[src/sv/etg_pkg.sv]
// ----------------------------------------------------------------------------
// etg_pkg: shared definitions for the easing tween generator
// Field widths, register indexes, curve codes and the serial unit status word.
// ----------------------------------------------------------------------------
package etg_pkg;

  // defaults for the top level parameters
  localparam int FRACTION_BITS_DEF = 16;
  localparam int TIME_BITS_DEF     = 32;

  // fixed field widths
  localparam int DELTA_W    = 16;
  localparam int EASED_W    = 17;
  localparam int VALUE_W    = 32;
  localparam int DIFF_W     = VALUE_W + 1;
  localparam int CURVE_W    = 2;
  localparam int CFG_IDX_W  = 2;
  localparam int CFG_DATA_W = 32;

  // register indexes
  localparam logic [CFG_IDX_W-1:0] REG_CURVE    = 2'd0;
  localparam logic [CFG_IDX_W-1:0] REG_DURATION = 2'd1;
  localparam logic [CFG_IDX_W-1:0] REG_START    = 2'd2;
  localparam logic [CFG_IDX_W-1:0] REG_END      = 2'd3;

  // curve codes
  localparam logic [CURVE_W-1:0] CURVE_LINEAR = 2'd0;
  localparam logic [CURVE_W-1:0] CURVE_IN     = 2'd1;
  localparam logic [CURVE_W-1:0] CURVE_OUT    = 2'd2;
  localparam logic [CURVE_W-1:0] CURVE_INOUT  = 2'd3;

  // status of a serial arithmetic unit
  typedef struct packed {
    logic busy;
    logic done;
  } etg_sts_t;

endpackage

[src/sv/easing_tween_generator.sv]
// ----------------------------------------------------------------------------
// easing_tween_generator: quadratic easing tween, one result word per tick
// Elapsed-time counter, serial progress divider and shared serial multiplier.
// ----------------------------------------------------------------------------
// Usage:
//   Input channel (in_valid/in_stall) takes one tick word: delta_time and
//   restart. Each accepted word yields exactly one result word on the
//   output channel (out_valid/out_stall): eased_progress, interpolated
//   and done_res.
//   Config writes (cfg_wr_en, cfg_index, cfg_data) go in while idle.
// Sequence (F = FRACTION_BITS):
//   The divider produces F+1 quotient bits, one per cycle; the shared
//   multiplier then runs once for the curve and once for the lerp. The
//   linear curve skips the curve multiply.
//   One word in flight: in_stall is high from accept until the result is
//   moved into the output register.
// Reset: config registers zero, elapsed time zero, no result pending.
// Output stall: a finished result waits in the output register; the next
// tick is still taken and computed, and only holds at its last step.
// ----------------------------------------------------------------------------
module easing_tween_generator
  import etg_pkg::*;
#(
  parameter int FRACTION_BITS = FRACTION_BITS_DEF,
  parameter int TIME_BITS     = TIME_BITS_DEF
) (
  input  logic                        clk,
  input  logic                        rst_n,
  // config port
  input  logic                        cfg_wr_en,
  input  logic [CFG_IDX_W-1:0]        cfg_index,
  input  logic [CFG_DATA_W-1:0]       cfg_data,
  // tick input
  input  logic                        in_valid,
  output logic                        in_stall,
  input  logic [DELTA_W-1:0]          in_delta_time,
  input  logic                        in_restart,
  // result output
  output logic                        out_valid,
  input  logic                        out_stall,
  output logic [EASED_W-1:0]          out_eased_progress,
  output logic signed [VALUE_W-1:0]   out_interpolated,
  output logic                        out_done_res
);

  // progress width: Q0.F plus one bit for exactly one
  localparam int XW  = FRACTION_BITS + 1;
  localparam int SQW = 2 * FRACTION_BITS + 2;
  localparam int PW  = DIFF_W + 1 + XW;
  localparam logic [XW-1:0]  ONE_Q  = {1'b1, {FRACTION_BITS{1'b0}}};
  localparam logic [XW-1:0]  HALF_Q = ONE_Q >> 1;
  localparam logic [SQW-1:0] ONE_SQ = SQW'(1) << (2 * FRACTION_BITS);

  // sequencer states
  localparam logic [2:0] S_IDLE  = 3'd0;
  localparam logic [2:0] S_DIV   = 3'd1;
  localparam logic [2:0] S_SHGO  = 3'd2;
  localparam logic [2:0] S_SHAPE = 3'd3;
  localparam logic [2:0] S_LRGO  = 3'd4;
  localparam logic [2:0] S_LERP  = 3'd5;
  localparam logic [2:0] S_OUT   = 3'd6;

  // config registers
  logic [CURVE_W-1:0]        curve_r;
  logic [CFG_DATA_W-1:0]     duration_r;
  logic signed [VALUE_W-1:0] start_r;
  logic signed [VALUE_W-1:0] end_r;

  logic [2:0]                state_r;
  logic [2:0]                state_nxt;
  logic [TIME_BITS-1:0]      elapsed_r;
  logic [TIME_BITS-1:0]      elapsed_nxt;
  logic                      done_r;
  logic [XW-1:0]             prog_r;
  logic [XW-1:0]             eased_r;
  logic [VALUE_W-1:0]        res_r;

  logic                      out_valid_r;
  logic [EASED_W-1:0]        out_eased_r;
  logic signed [VALUE_W-1:0] out_interp_r;
  logic                      out_done_r;

  logic                      in_acc;
  logic                      out_load;
  logic [TIME_BITS-1:0]      dur_w;
  logic [TIME_BITS:0]        sum_w;
  logic signed [DIFF_W-1:0]  diff_w;
  logic [XW-1:0]             rem_q;
  logic [XW:0]               two_minus_x;
  logic                      low_half;
  logic [SQW-1:0]            sq_p;
  logic [XW-1:0]             shaped;

  logic [XW-1:0]             div_quot;
  etg_sts_t                  div_sts;
  logic                      mul_start;
  logic [XW-1:0]             mul_a;
  logic signed [DIFF_W-1:0]  mul_b;
  logic signed [PW-1:0]      mul_prod;
  etg_sts_t                  mul_sts;

  // ---------------- config port ----------------
  always_ff @(posedge clk) begin
    if (!rst_n) begin
      curve_r    <= CURVE_LINEAR;
      duration_r <= '0;
      start_r    <= '0;
      end_r      <= '0;
    end else if (cfg_wr_en) begin
      case (cfg_index)
        REG_CURVE:    curve_r    <= cfg_data[CURVE_W-1:0];
        REG_DURATION: duration_r <= cfg_data;
        REG_START:    start_r    <= cfg_data[VALUE_W-1:0];
        REG_END:      end_r      <= cfg_data[VALUE_W-1:0];
        default:      ;
      endcase
    end
  end

  // ---------------- elapsed time ----------------
  // duration wraps or zero-extends to the counter width
  assign dur_w  = TIME_BITS'(duration_r);
  assign sum_w  = {1'b0, elapsed_r} + (TIME_BITS + 1)'(in_delta_time);
  assign in_acc = in_valid && !in_stall;

  // restart clears; else saturate at duration, which also pulls elapsed down after duration shrinks
  always_comb begin
    if (in_restart) begin
      elapsed_nxt = '0;
    end else if (sum_w > {1'b0, dur_w}) begin
      elapsed_nxt = dur_w;
    end else begin
      elapsed_nxt = sum_w[TIME_BITS-1:0];
    end
  end

  always_ff @(posedge clk) begin
    if (!rst_n) begin
      elapsed_r <= '0;
    end else if (in_acc) begin
      elapsed_r <= elapsed_nxt;
    end
  end

  always_ff @(posedge clk) begin
    if (in_acc) begin
      done_r <= (elapsed_nxt >= dur_w);
    end
  end

  // ---------------- progress divider ----------------
  etg_div #(
    .TB (TIME_BITS),
    .QW (XW)
  ) u_div (
    .clk   (clk),
    .rst_n (rst_n),
    .start (in_acc),
    .num   (elapsed_nxt),
    .den   (dur_w),
    .quot  (div_quot),
    .sts   (div_sts)
  );

  // ---------------- shared multiplier ----------------
  assign diff_w      = {end_r[VALUE_W-1], end_r} - {start_r[VALUE_W-1], start_r};
  assign rem_q       = ONE_Q - prog_r;
  assign two_minus_x = {ONE_Q, 1'b0} - {1'b0, prog_r};
  assign low_half    = prog_r < HALF_Q;

  // curve pass: x*x, x*(2-x) or (1-x)^2; lerp pass: eased*(end-start)
  always_comb begin
    mul_a = prog_r;
    mul_b = DIFF_W'(prog_r);
    if (state_r == S_LRGO) begin
      mul_a = eased_r;
      mul_b = diff_w;
    end else begin
      case (curve_r)
        CURVE_OUT: begin
          mul_b = DIFF_W'(two_minus_x);
        end
        CURVE_INOUT: begin
          if (!low_half) begin
            mul_a = rem_q;
            mul_b = DIFF_W'(rem_q);
          end
        end
        default: ;
      endcase
    end
  end

  assign mul_start = ((state_r == S_SHGO) && (curve_r != CURVE_LINEAR)) ||
                     (state_r == S_LRGO);

  etg_mul #(
    .AW (XW),
    .BW (DIFF_W)
  ) u_mul (
    .clk   (clk),
    .rst_n (rst_n),
    .start (mul_start),
    .a     (mul_a),
    .b     (mul_b),
    .prod  (mul_prod),
    .sts   (mul_sts)
  );

  // curve product back to Q1.F, truncating
  assign sq_p = mul_prod[SQW-1:0];

  always_comb begin
    case (curve_r)
      CURVE_INOUT: begin
        if (low_half) begin
          shaped = XW'(sq_p >> (FRACTION_BITS - 1));
        end else begin
          shaped = XW'((ONE_SQ - {sq_p[SQW-2:0], 1'b0}) >> FRACTION_BITS);
        end
      end
      default: shaped = XW'(sq_p >> FRACTION_BITS);
    endcase
  end

  // ---------------- sequencer ----------------
  assign out_load = (state_r == S_OUT) && (!out_valid_r || !out_stall);

  always_comb begin
    state_nxt = state_r;
    case (state_r)
      S_IDLE:  if (in_acc) state_nxt = S_DIV;
      S_DIV:   if (div_sts.done) state_nxt = S_SHGO;
      S_SHGO:  state_nxt = (curve_r == CURVE_LINEAR) ? S_LRGO : S_SHAPE;
      S_SHAPE: if (mul_sts.done) state_nxt = S_LRGO;
      S_LRGO:  state_nxt = S_LERP;
      S_LERP:  if (mul_sts.done) state_nxt = S_OUT;
      S_OUT:   if (out_load) state_nxt = S_IDLE;
      default: state_nxt = S_IDLE;
    endcase
  end

  always_ff @(posedge clk) begin
    if (!rst_n) begin
      state_r <= S_IDLE;
    end else begin
      state_r <= state_nxt;
    end
  end

  // datapath holding registers
  always_ff @(posedge clk) begin
    if ((state_r == S_DIV) && div_sts.done) begin
      prog_r <= (dur_w == '0) ? ONE_Q : div_quot;
    end
    if ((state_r == S_SHGO) && (curve_r == CURVE_LINEAR)) begin
      eased_r <= prog_r;
    end else if ((state_r == S_SHAPE) && mul_sts.done) begin
      eased_r <= shaped;
    end
    // floor division by 2^F is the arithmetic shift; keep the low word
    if ((state_r == S_LERP) && mul_sts.done) begin
      res_r <= start_r + mul_prod[FRACTION_BITS+VALUE_W-1:FRACTION_BITS];
    end
  end

  // ---------------- output register ----------------
  always_ff @(posedge clk) begin
    if (!rst_n) begin
      out_valid_r <= 1'b0;
    end else if (out_load) begin
      out_valid_r <= 1'b1;
    end else if (!out_stall) begin
      out_valid_r <= 1'b0;
    end
  end

  always_ff @(posedge clk) begin
    if (out_load) begin
      out_eased_r  <= EASED_W'(eased_r);
      out_interp_r <= res_r;
      out_done_r   <= done_r;
    end
  end

  assign in_stall           = (state_r != S_IDLE);
  assign out_valid          = out_valid_r;
  assign out_eased_progress = out_eased_r;
  assign out_interpolated   = out_interp_r;
  assign out_done_res       = out_done_r;

  // ---------------- assertions ----------------
`ifndef SYNTHESIS
  a_units_exclusive: assert property (@(posedge clk) disable iff (!rst_n)
    !(div_sts.busy && mul_sts.busy))
    else $error("divider and multiplier busy together");

  a_div_follows_accept: assert property (@(posedge clk) disable iff (!rst_n)
    (in_valid && !in_stall) |=> div_sts.busy)
    else $error("divider not started by accepted tick");

  a_done_full_scale: assert property (@(posedge clk) disable iff (!rst_n)
    (out_valid && out_done_res) |-> (out_eased_progress == EASED_W'(ONE_Q)))
    else $error("finished tween without full eased progress");
`endif

endmodule

[src/sv/etg_div.sv]
// ----------------------------------------------------------------------------
// etg_div: serial restoring divider
// Computes floor(num * 2^(QW-1) / den) for num <= den, one quotient bit per cycle.
// ----------------------------------------------------------------------------
module etg_div
  import etg_pkg::*;
#(
  parameter int TB = TIME_BITS_DEF,
  parameter int QW = FRACTION_BITS_DEF + 1
) (
  input  logic          clk,
  input  logic          rst_n,
  input  logic          start,
  input  logic [TB-1:0] num,
  input  logic [TB-1:0] den,
  output logic [QW-1:0] quot,
  output etg_sts_t      sts
);

  localparam int CW = $clog2(QW + 1);

  logic [TB-1:0] rem_r;
  logic [TB-1:0] den_r;
  logic [QW-1:0] quot_r;
  logic [CW-1:0] cnt_r;
  logic          first_r;
  logic          done_r;

  logic [TB:0] trial;
  logic [TB:0] trial_sub;
  logic        ge;

  // first step compares the numerator itself, later steps the doubled remainder
  always_comb begin
    trial     = first_r ? {1'b0, rem_r} : {rem_r, 1'b0};
    ge        = trial >= {1'b0, den_r};
    trial_sub = trial - {1'b0, den_r};
  end

  always_ff @(posedge clk) begin
    if (!rst_n) begin
      cnt_r  <= '0;
      done_r <= 1'b0;
    end else if (start) begin
      cnt_r  <= CW'(QW);
      done_r <= 1'b0;
    end else if (cnt_r != '0) begin
      cnt_r  <= cnt_r - 1'b1;
      done_r <= (cnt_r == CW'(1));
    end else begin
      done_r <= 1'b0;
    end
  end

  always_ff @(posedge clk) begin
    if (start) begin
      rem_r   <= num;
      den_r   <= den;
      first_r <= 1'b1;
    end else if (cnt_r != '0) begin
      rem_r   <= ge ? trial_sub[TB-1:0] : trial[TB-1:0];
      quot_r  <= {quot_r[QW-2:0], ge};
      first_r <= 1'b0;
    end
  end

  assign quot     = quot_r;
  assign sts.busy = (cnt_r != '0);
  assign sts.done = done_r;

endmodule

[src/sv/etg_mul.sv]
// ----------------------------------------------------------------------------
// etg_mul: serial shift-add multiplier
// Unsigned a times signed b, one bit of a per cycle, LSB first.
// ----------------------------------------------------------------------------
module etg_mul
  import etg_pkg::*;
#(
  parameter int AW = FRACTION_BITS_DEF + 1,
  parameter int BW = DIFF_W
) (
  input  logic                clk,
  input  logic                rst_n,
  input  logic                start,
  input  logic [AW-1:0]       a,
  input  logic signed [BW-1:0] b,
  output logic signed [BW+AW:0] prod,
  output etg_sts_t            sts
);

  localparam int CW = $clog2(AW + 1);

  logic signed [BW:0]   hi_r;
  logic [AW-1:0]        lo_r;
  logic signed [BW-1:0] b_r;
  logic [CW-1:0]        cnt_r;
  logic                 done_r;

  logic signed [BW:0] addend;
  logic signed [BW:0] sum;

  // partial sum stays within twice |b|, so BW+1 bits hold it
  always_comb begin
    addend = lo_r[0] ? {b_r[BW-1], b_r} : '0;
    sum    = hi_r + addend;
  end

  always_ff @(posedge clk) begin
    if (!rst_n) begin
      cnt_r  <= '0;
      done_r <= 1'b0;
    end else if (start) begin
      cnt_r  <= CW'(AW);
      done_r <= 1'b0;
    end else if (cnt_r != '0) begin
      cnt_r  <= cnt_r - 1'b1;
      done_r <= (cnt_r == CW'(1));
    end else begin
      done_r <= 1'b0;
    end
  end

  // multiplier bits shift out of lo_r as product bits shift in
  always_ff @(posedge clk) begin
    if (start) begin
      hi_r <= '0;
      lo_r <= a;
      b_r  <= b;
    end else if (cnt_r != '0) begin
      hi_r <= {sum[BW], sum[BW:1]};
      lo_r <= {sum[0], lo_r[AW-1:1]};
    end
  end

  assign prod     = {hi_r, lo_r};
  assign sts.busy = (cnt_r != '0);
  assign sts.done = done_r;

endmodule
[config.mk]
export PLATFORM = sky130hd
export DESIGN_NAME = easing_tween_generator
export DESIGN_NICKNAME = d
export VERILOG_FILES = /design/src/sv/etg_pkg.sv /design/src/sv/easing_tween_generator.sv /design/src/sv/etg_div.sv /design/src/sv/etg_mul.sv
export SDC_FILE = /design/constraint.sdc
export NUM_CORES = 1
export LEC_CHECK = 0
export BUFFER_PORTS_ARGS = -buffer_cell sky130_fd_sc_hd__buf_2
export CORE_MARGIN = 1.5
export CORE_UTILIZATION = 44
export DETAILED_ROUTE_END_ITERATION = 10
export GPL_TIMING_DRIVEN = 0
export PLACE_DENSITY = 0.65
export SLEW_MARGIN = 20
export SYNTH_ARGS = -nofsm -noshare
export SYNTH_HDL_FRONTEND = slang
export SYNTH_SLANG_ARGS = --single-unit
[constraint.sdc]
create_clock -name clk -period 17.1 [get_ports clk]
set_input_delay 1.71 -clock clk [delete_from_list [all_inputs] [get_ports clk]]
set_output_delay 1.71 -clock clk [all_outputs]
set_load 0.02 [all_outputs]
; Word level (Yosys, flattened, before mapping)
; Cells that the tools add are included.
[totals]
regBits = 428
[classes]
add_sub_neg = 10
magnitude_cmp = 4
n_eq_ne = 19
mux = 32
n_bitwise = 4
reduce_logical = 33
[ops]
columns = op, n
row1 = two-way mux 17 bit, 10
row2 = two-way mux 32 bit, 5
row3 = two-way mux 33 bit, 2
row4 = one-hot mux 18 bit (2 select lines), 1
row5 = adder 33 x 34 -> 34 bit, 1
row6 = two-way mux 34 bit, 1
row7 = adder 32 x 16 -> 33 bit, 1
row8 = >= comparator 33 x 32 -> 1 bit, 1
row9 = greater-than comparator 33 x 32 -> 1 bit, 1
row10 = subtractor 32 x 32 -> 33 bit, 1
row11 = subtractor 33 bit (first input constant), 1
row12 = adder 32 bit, 1
row13 = >= comparator 32 bit, 1
row14 = logical NOT 32 bit, 1
row15 = subtractor 32 bit, 1
row16 = one-hot mux 3 bit (7 select lines), 1
row17 = two-way mux 5 bit, 4
row18 = two-way mux 3 bit, 6
row19 = subtractor 18 x 17 -> 18 bit (first input constant), 1
row20 = < comparator 17 x 16 -> 1 bit (second input constant), 1
row21 = subtractor 17 bit (first input constant), 1
row22 = equality test 5 x 1 -> 1 bit (second input constant), 2
row23 = AND reduction 2 bit, 5
row24 = nonzero test 5 bit, 2
row25 = other kinds (20), 50

; Depth between registers and ports, before layout
; Gate-level depths: netlist of run 1.
[logic_depth]
ltp_word = 5
depth_mapped = 33

; Cells and area by module
; From an unflattened synthesis of run 1, not the netlist that was laid out.
[hier_totals]
cells_unflattened = 3007
hier_area_um2 = 27293.7
[modules_own_cells]
columns = module, instances, cells_each, area_per_inst_um2, seq_area_each_um2
row1 = easing_tween_generator, 1, 1945, 16334.4, 6195.9
row2 = etg_div, 1, 550, 5846.9, 2572.5
row3 = etg_mul, 1, 512, 5112.4, 2282.2

; Least setup slack after synthesis of run 1
; No wires, ideal clock.
[synth_timing]
path_kind = in2reg
start = input port in_delta_time[0]
end = register done_r (data pin)
setup_ps = 261
arrival_ps = 7311
required_ps = 16839
slack_ps = 9528
stages = 33
n_path_buf = 2
path_cell_list = ha_1 -> inv_1 -> fa_1 -> nor2b_1 -> o31ai_1 -> a211oi_1 -> or3_1 -> o22a_1 -> clkbuf_1 -> nand3_1 -> xnor2_1 -> ha_1 -> a211o_1 -> o211ai_1 -> a21oi_1 -> o31ai_1 -> o2111ai_1 -> o22ai_1 -> nand2_1 -> buf_2 -> mux2i_1 -> or2_2 -> ha_1 -> nand2b_1 -> a21o_1 -> a21o_1 -> a21o_1 -> a21o_1 -> a21oi_1 -> o21ai_0 -> a21o_1 -> a21oi_1 -> o21ai_0
[synth_between]
elab_chain_cells = 5
[synth_rtl]
columns = item, line
row1 = "start, declared", easing_tween_generator.sv:36  ; input logic [DELTA_W-1:0] in_delta_time,
row2 = adder 32 x 16 -> 33 bit *, easing_tween_generator.sv:123  ; assign sum_w = {1'b0, elapsed_r} + (TIME_BITS + 1)'(in_delta_time);
row3 = greater-than comparator 33 x 32 -> 1 bit, easing_tween_generator.sv:130  ; end else if (sum_w > {1'b0, dur_w}) begin
row4 = two-way mux 32 bit *, easing_tween_generator.sv:130
row5 = two-way mux 32 bit *, easing_tween_generator.sv:128  ; if (in_restart) begin
row6 = >= comparator 32 bit *, easing_tween_generator.sv:147  ; done_r <= (elapsed_nxt >= dur_w);
row7 = "end signal, assigned", easing_tween_generator.sv:147
row8 = "end, declared", easing_tween_generator.sv:73  ; logic done_r;
; Every way passes the cells marked *; elsewhere a longest branch is shown, timed or not.
; A chain may end at the register's enable or synchronous reset.

; Final worst setup path of run 1
; Same ends and word-level chain as after synthesis.

==> results of run 1 <==
worst paths after layout:
check	from	to	slack (ns)	cells after the start
hold reg to reg	res_r[11]	out_interpolated[11]	0.41	0
hold / removal	res_r[11]	out_interpolated[11]	0.41	0
setup reg to reg	elapsed_r[0]	done_r	8.52	33
setup / recovery	in_delta_time[0]	done_r	7.65	34
state kept, by name, indices dropped and copies added (netlist names), 2 cells and up:
name / cells
curve_r: 2
dur_w: 32
eased_r: 17
elapsed_r: 32
end_r: 32
out_eased_progress: 17
out_interpolated: 32
prog_r: 17
res_r: 32
start_r: 32
state_r: 3
u_div.cnt_r: 5
u_div.den_r: 32
u_div.quot: 17
u_div.rem_r: 32
u_mul.b_r: 33
u_mul.cnt_r: 5
u_mul.hi_r: 33
u_mul.lo_r: 17
cells in the mapped netlist, types with 51 or more instances:
cell	number
nor2b_1	51
ha_1	214
dfxtp_1	180
xnor2_1	101
edfxtp_1	248
clkbuf_1	106
nor3_1	55
nand2_1	422
xor2_1	58
a21oi_1	209
a21boi_0	110
and2_1	63
o21ai_0	161
nor2_1	191
a21o_1	77
inv_1	150
metal layers:
layer	share of wire	routed length, um	vias to the layer above
met2	0.44	35600	686
met3	0.074	5970	139
met4	0.024	1940	18
met1	0.46	37600	10983
met5	0.0012	96	-
li1	-	-	10862
power by group through the flow:
stage | Clock, mW | Sequential [mW] | Combinational [mW]
2_1_floorplan | 0 | 1.55 | 2.15
3_5_place_dp | 0 | 1.62 | 2.88
6_report | 1.15 | 1.61 | 2.96
5_1_grt | 1.20 | 1.63 | 3.25
3_3_place_gp | 0 | 1.62 | 2.81
4_1_cts | 1.16 | 1.60 | 2.91
through the flow:
step                      instance area [um2]  setup slack (ns)
after floorplan                         26900              9.53
after global placement                  28400              7.26
after detailed placement                28600              7.18
after CTS                               30300              7.80
after global routing                    30300              7.22
final                                   30300              7.65
kinds of logic after synthesis:
| kind of cell | after synthesis | synth area share |
|---|---|---|
| AO/OA/AOI/OAI | 772 | 0.184 |
| XOR/XNOR | 160 | 0.0524 |
| adder cells (fa/ha/maj) | 219 | 0.103 |
| buffers and inverters | 265 | 0.0374 |
| flip-flops | 428 | 0.411 |
| multiplexers | 89 | 0.0354 |
| AND/OR/NAND/NOR | 1009 | 0.176 |
cell type report:
class	count	area [um2]	area share
Clock buffer	60	1320	0.0435
Timing Repair Buffer	113	667	0.0220
Clock inverter	30	417	0.0138
Sequential cell	428	11100	0.365
Multi-Input combinational cell	2249	14900	0.490
Tap cell	782	978	0.0323
Inverter	151	567	0.0187
Buffer	114	443	0.0146
Antenna cell	2	5.00	0.000165
==> flow_metrics.tcl, run 1 <==
set metrics [dict create \
    die_y_um 250 \
    die_area_um2 62500 \
    grt_pass1_wl_um 125000 \
    max_freq_ghz 0.106 \
    yosys-top-cells-area "edfxtp_1 (28%), dfxtp_1 (13%), ha_1 (10%), nand2_1 (5.9%), a21oi_1 (3.9%)" \
    holdWs_ns 0.410 \
    drive_above_1_share 0.0919 \
    cp_data_arrival_time_ns 9.68 \
    crit_buf_inv 4 \
    pwr-share-clk 0.201 \
    final_common_cell "nand2_1" \
    cp-start-kind "input pin" \
    p_leak_nw 12.1 \
    place.gp.congestion 1.01 \
    core_um2 60400 \
    use_met1 0.360 \
    hold_class "reg2reg" \
    final_net_count 3380 \
    drtAntennaViolNets 0 \
    switching_share 0.420 \
    power.total_mw 5.71 \
    wirelength_um 81200 \
    fin_crit_sh 0.553 \
    min_period_ns 9.45 \
    yosysWarnings 0 \
    p_comb_frac 0.518 \
    dp_cells 3837 \
    fill_cells 5656 \
    path_class "in2reg" \
    drtPass1Iterations 5 \
    antenna_found_initial 11 \
    vias 22688 \
    post-cts-setup-buffers 0 \
    cts_made_buffers 48 \
    drc 0 \
    area_growth_pct 12.8 \
    synth-main-ff-cell "edfxtp_1" \
    wl_per_cell_um 20.7 \
    syn_inst 2942 \
    fin_util 0.502 \
    crit_required_ns 17.32 \
    ir_drop_uv 107 \
    drtIter0Drc 1882 \
    hold_viol_final 0 \
    worstMarginPinSlew_ns 1.03 \
    path_max_fanout 10 \
    synth_top_area_share 0.277 \
    clkLatencyLatePin_ns 0.60 \
    cpPeakStageDelay_ns 0.42 \
    grt_pass1_vias 21931 \
    port_buffers 105 \
    crit_path_frequent_cell "a21o_1" \
    clock-root-buffer "clkbuf_16" \
    die_w_um 250 \
    slew_violations 0 \
    gr-usage-all-layers 0.255 \
    maxSlewHeadroom 0.312 \
    syn-num-nets 3217 \
    cp_slowest_cell "clkbuf_1" \
    powerDensity_nw_per_um2 188 \
    yosys.area.top_type "edfxtp_1" \
    clock_path_buffers 3 \
    grt_use_met2 0.400 \
    via_per_inst 5.77 \
    maxCapViolCount 0 \
    globalRoute.busiestLayer "met2" \
    row_count 90 \
    outcome "finished, final reports clean" \
    clock-sinks 428 \
    switchingPower_mw 2.40 \
    fin_skew_ns 0.0214 \
    grt_overflow 0 \
    hpwl_um 63500 \
    cts_hold_buf 0 \
    worstSetupEndpointType "flop" \
    use_met3 0.0528 \
    ys_ff_latch 428 \
    setup_viol 0 \
    io_pins 108 \
    cts_tree "done" \
    final_cell_mix "nand2_1 (421), edfxtp_1 (248), ha_1 (214)" \
    p_seq_frac 0.281 \
    async_flop_share 0 \
    start_util 0.445 \
    path_clk_slew_ns 0.06 \
    synth_edf_count 248 \
    yosys.cell_types.count 76 \
    layout.cells.non_filler 3929 \
    cpLargestDelayFamily "compound AO/OA/AOI/OAI gates" \
    cts_max_level 2 \
    netlist_area_um2 26900 \
    tns_ns 0 \
    seq_area_frac_synth 0.411 \
    cts_resized 0 \
    grt_max_degree 43 \
    p_int_mw 3.31 \
    syn_avg_cell_area_um2 9.13 \
    rsz0062_at_grt "no" \
]
(Power assumes the default switching activity.)
==> run 2, diff against run 1 <==
- PLACE_DENSITY: 0.65 -> 0.67
- clock period: 17.1 -> 7.8 ns (I/O delays scaled with it)
==> run 2 against run 1 <==
Against the previous run:
- worst hold slack improved by 0.0091 ns
- cell area grew 0.21%
- cell count up 0.18%
- via count shrank 1.7%
- count of clock-buffer cells in the layout is 2 lower
- global-route usage is 0.93 points lower
- clock skew grew 0.0066 ns
- flip-flop and latch count unchanged
- routed wire length down 4.8%
- first-iteration DRC count rose by 11%
- sequential power up 120%
- die area unchanged
- critical path type is now reg2reg
- critical endpoint unchanged
- largest cell class unchanged
- largest power group unchanged
- highest routed layer unchanged
==> flow_metrics.tcl, run 2 (synthesized netlist as in run 1, its figures left out) <==
set metrics [dict create \
    outcome "finished, final reports clean" \
    final_net_count 3382 \
    hp-start "res_r[24]" \
    die_y_um 250 \
    worstSetupEndpointType "flop" \
    core_um2 60400 \
    grt_max_degree 43 \
    maxCapViolCount 0 \
    grt_pass1_vias 21485 \
    drc 0 \
    r2r_cells 32 \
    io_pins 108 \
    layout.cells.non_filler 3936 \
    port_buffers 105 \
    rr_startpoint "elapsed_r[0]" \
    vias 22298 \
    fin_crit_sh 0.961 \
    cpLargestDelayFamily "compound AO/OA/AOI/OAI gates" \
    wirelength_um 77300 \
    power.total_mw 12.4 \
    hold_viol_final 0 \
    fill_cells 5691 \
    drtPass1Iterations 5 \
    via_per_inst 5.67 \
    powerDensity_nw_per_um2 408 \
    maxSlewHeadroom 0.286 \
    top_regs "u_mul.b_r (33), u_mul.hi_r (33)" \
    crit_path_frequent_cell "a21o_1" \
    path_clk_slew_ns 0.06 \
    cp_data_arrival_time_ns 7.81 \
    clkLatencyLatePin_ns 0.60 \
    cpPeakStageDelay_ns 0.39 \
    drive_above_1_share 0.0972 \
    hpwl_um 60000 \
    cts_made_buffers 49 \
    cts_tree "done" \
    place_ws_ns -0.995 \
    cts_max_level 2 \
    start_util 0.445 \
    drtAntennaViolNets 0 \
    cp-start-kind "flop" \
    crit_buf_inv 2 \
    die_area_um2 62500 \
    antenna_found_initial 19 \
    final_common_cell "nand2_1" \
    crit_required_ns 8.12 \
    setup_viol 0 \
    area_growth_pct 13.0 \
    r2r-end "done_r" \
    die_w_um 250 \
    path_class "reg2reg" \
    fin_skew_ns 0.0279 \
    cts_hold_buf 0 \
    ir_drop_uv 282 \
    rrSetupSlack_ns 0.30 \
    clock-root-buffer "clkbuf_16" \
    path_max_fanout 10 \
    grt_pass1_wl_um 120000 \
    gr-usage-all-layers 0.246 \
    min_path_cells 0 \
    wl_per_cell_um 19.6 \
    cp_slowest_cell "fa_1" \
    final_cell_mix "nand2_1 (420), edfxtp_1 (248), ha_1 (214)" \
    dp_cells 3838 \
    p_leak_nw 12.2 \
    place.gp.congestion 0.944 \
    drtIter0Drc 2087 \
    min_period_ns 7.50 \
    row_count 90 \
    max_freq_ghz 0.133 \
    clock-sinks 428 \
    min_to "out_interpolated[24]" \
    setup_ws_ns 0.304 \
    worstMarginPinSlew_ns 1.07 \
    grt_overflow 0 \
    hold_class "reg2reg" \
    slew_violations 0 \
    clock_path_buffers 3 \
]
==> run 2: cell types whose count changed in the layout (fill, tap and decap cells not counted), moves of 2 or more <==
cell and delta:
buf_4 +2, clkinv_1 -2, diode_2 +4, clkinv_2 +9, bufinv_16 -2, clkbuf_1 -5
buf_2 -2
==> run 2: metrics by stage <==
stage / instance area [um2] / setup TNS, ns / util / hold slack (ns)
5_1_grt: 30300 / -0.0557 / 0.503 / 0.425
3_5_place_dp: 28600 / -0.995 / 0.473 / 0.405
2_1_floorplan: 26900 / 0 / - / 0.400
6_report: 30400 / 0 / 0.503 / 0.419
3_3_place_gp: 28400 / -0.958 / 0.470 / 0.404
4_1_cts: 30300 / 0 / 0.502 / 0.421
==> run 2: timing repair <==
action                                  CTS  global route
pin swaps                                 0             1
buffers inserted                          0             1
hold endpoints to repair                  0             0
gates resized for setup                   5             7
endpoints found under the setup margin    1             1
==> run 2: routing by layer <==
layer / part of all wire / GRT usage
met5: 0.0013 / 0
met4: 0.031 / 0.0835
met3: 0.083 / 0.0543
met2: 0.43 / 0.376
met1: 0.45 / 0.343
==> run 2: worst max path at each step <==
stage          cells after the start     end              from  slack [ns]
3_3_place_gp                      34  done_r  in_delta_time[0]       -0.96
4_1_cts                           32  done_r      elapsed_r[0]        0.07
6_report                          32  done_r      elapsed_r[0]        0.30
5_1_grt                           32  done_r      elapsed_r[0]       -0.06
2_1_floorplan                     33  done_r  in_delta_time[0]        1.16
3_5_place_dp                      33  done_r  in_delta_time[0]       -0.99
==> run 2: cell type report <==
| cell class | count | area (um2) | share of cell area |
|---|---|---|---|
| Multi-Input combinational cell | 2249 | 14900 | 0.490 |
| Clock buffer | 58 | 1330 | 0.0439 |
| Timing Repair Buffer | 115 | 693 | 0.0228 |
| Antenna cell | 6 | 15.0 | 0.000495 |
| Tap cell | 782 | 978 | 0.0322 |
| Inverter | 151 | 567 | 0.0187 |
| Buffer | 113 | 445 | 0.0147 |
| Sequential cell | 428 | 11100 | 0.364 |
| Clock inverter | 34 | 395 | 0.0130 |
==> run 2: power by group <==
part / switching, mW / leakage, nW / total [mW] / internal, mW
Clock: 0.992 / 0.855 / 2.48 / 1.49
Sequential: 0.371 / 3.82 / 3.51 / 3.14
Combinational: 3.79 / 7.50 / 6.40 / 2.61
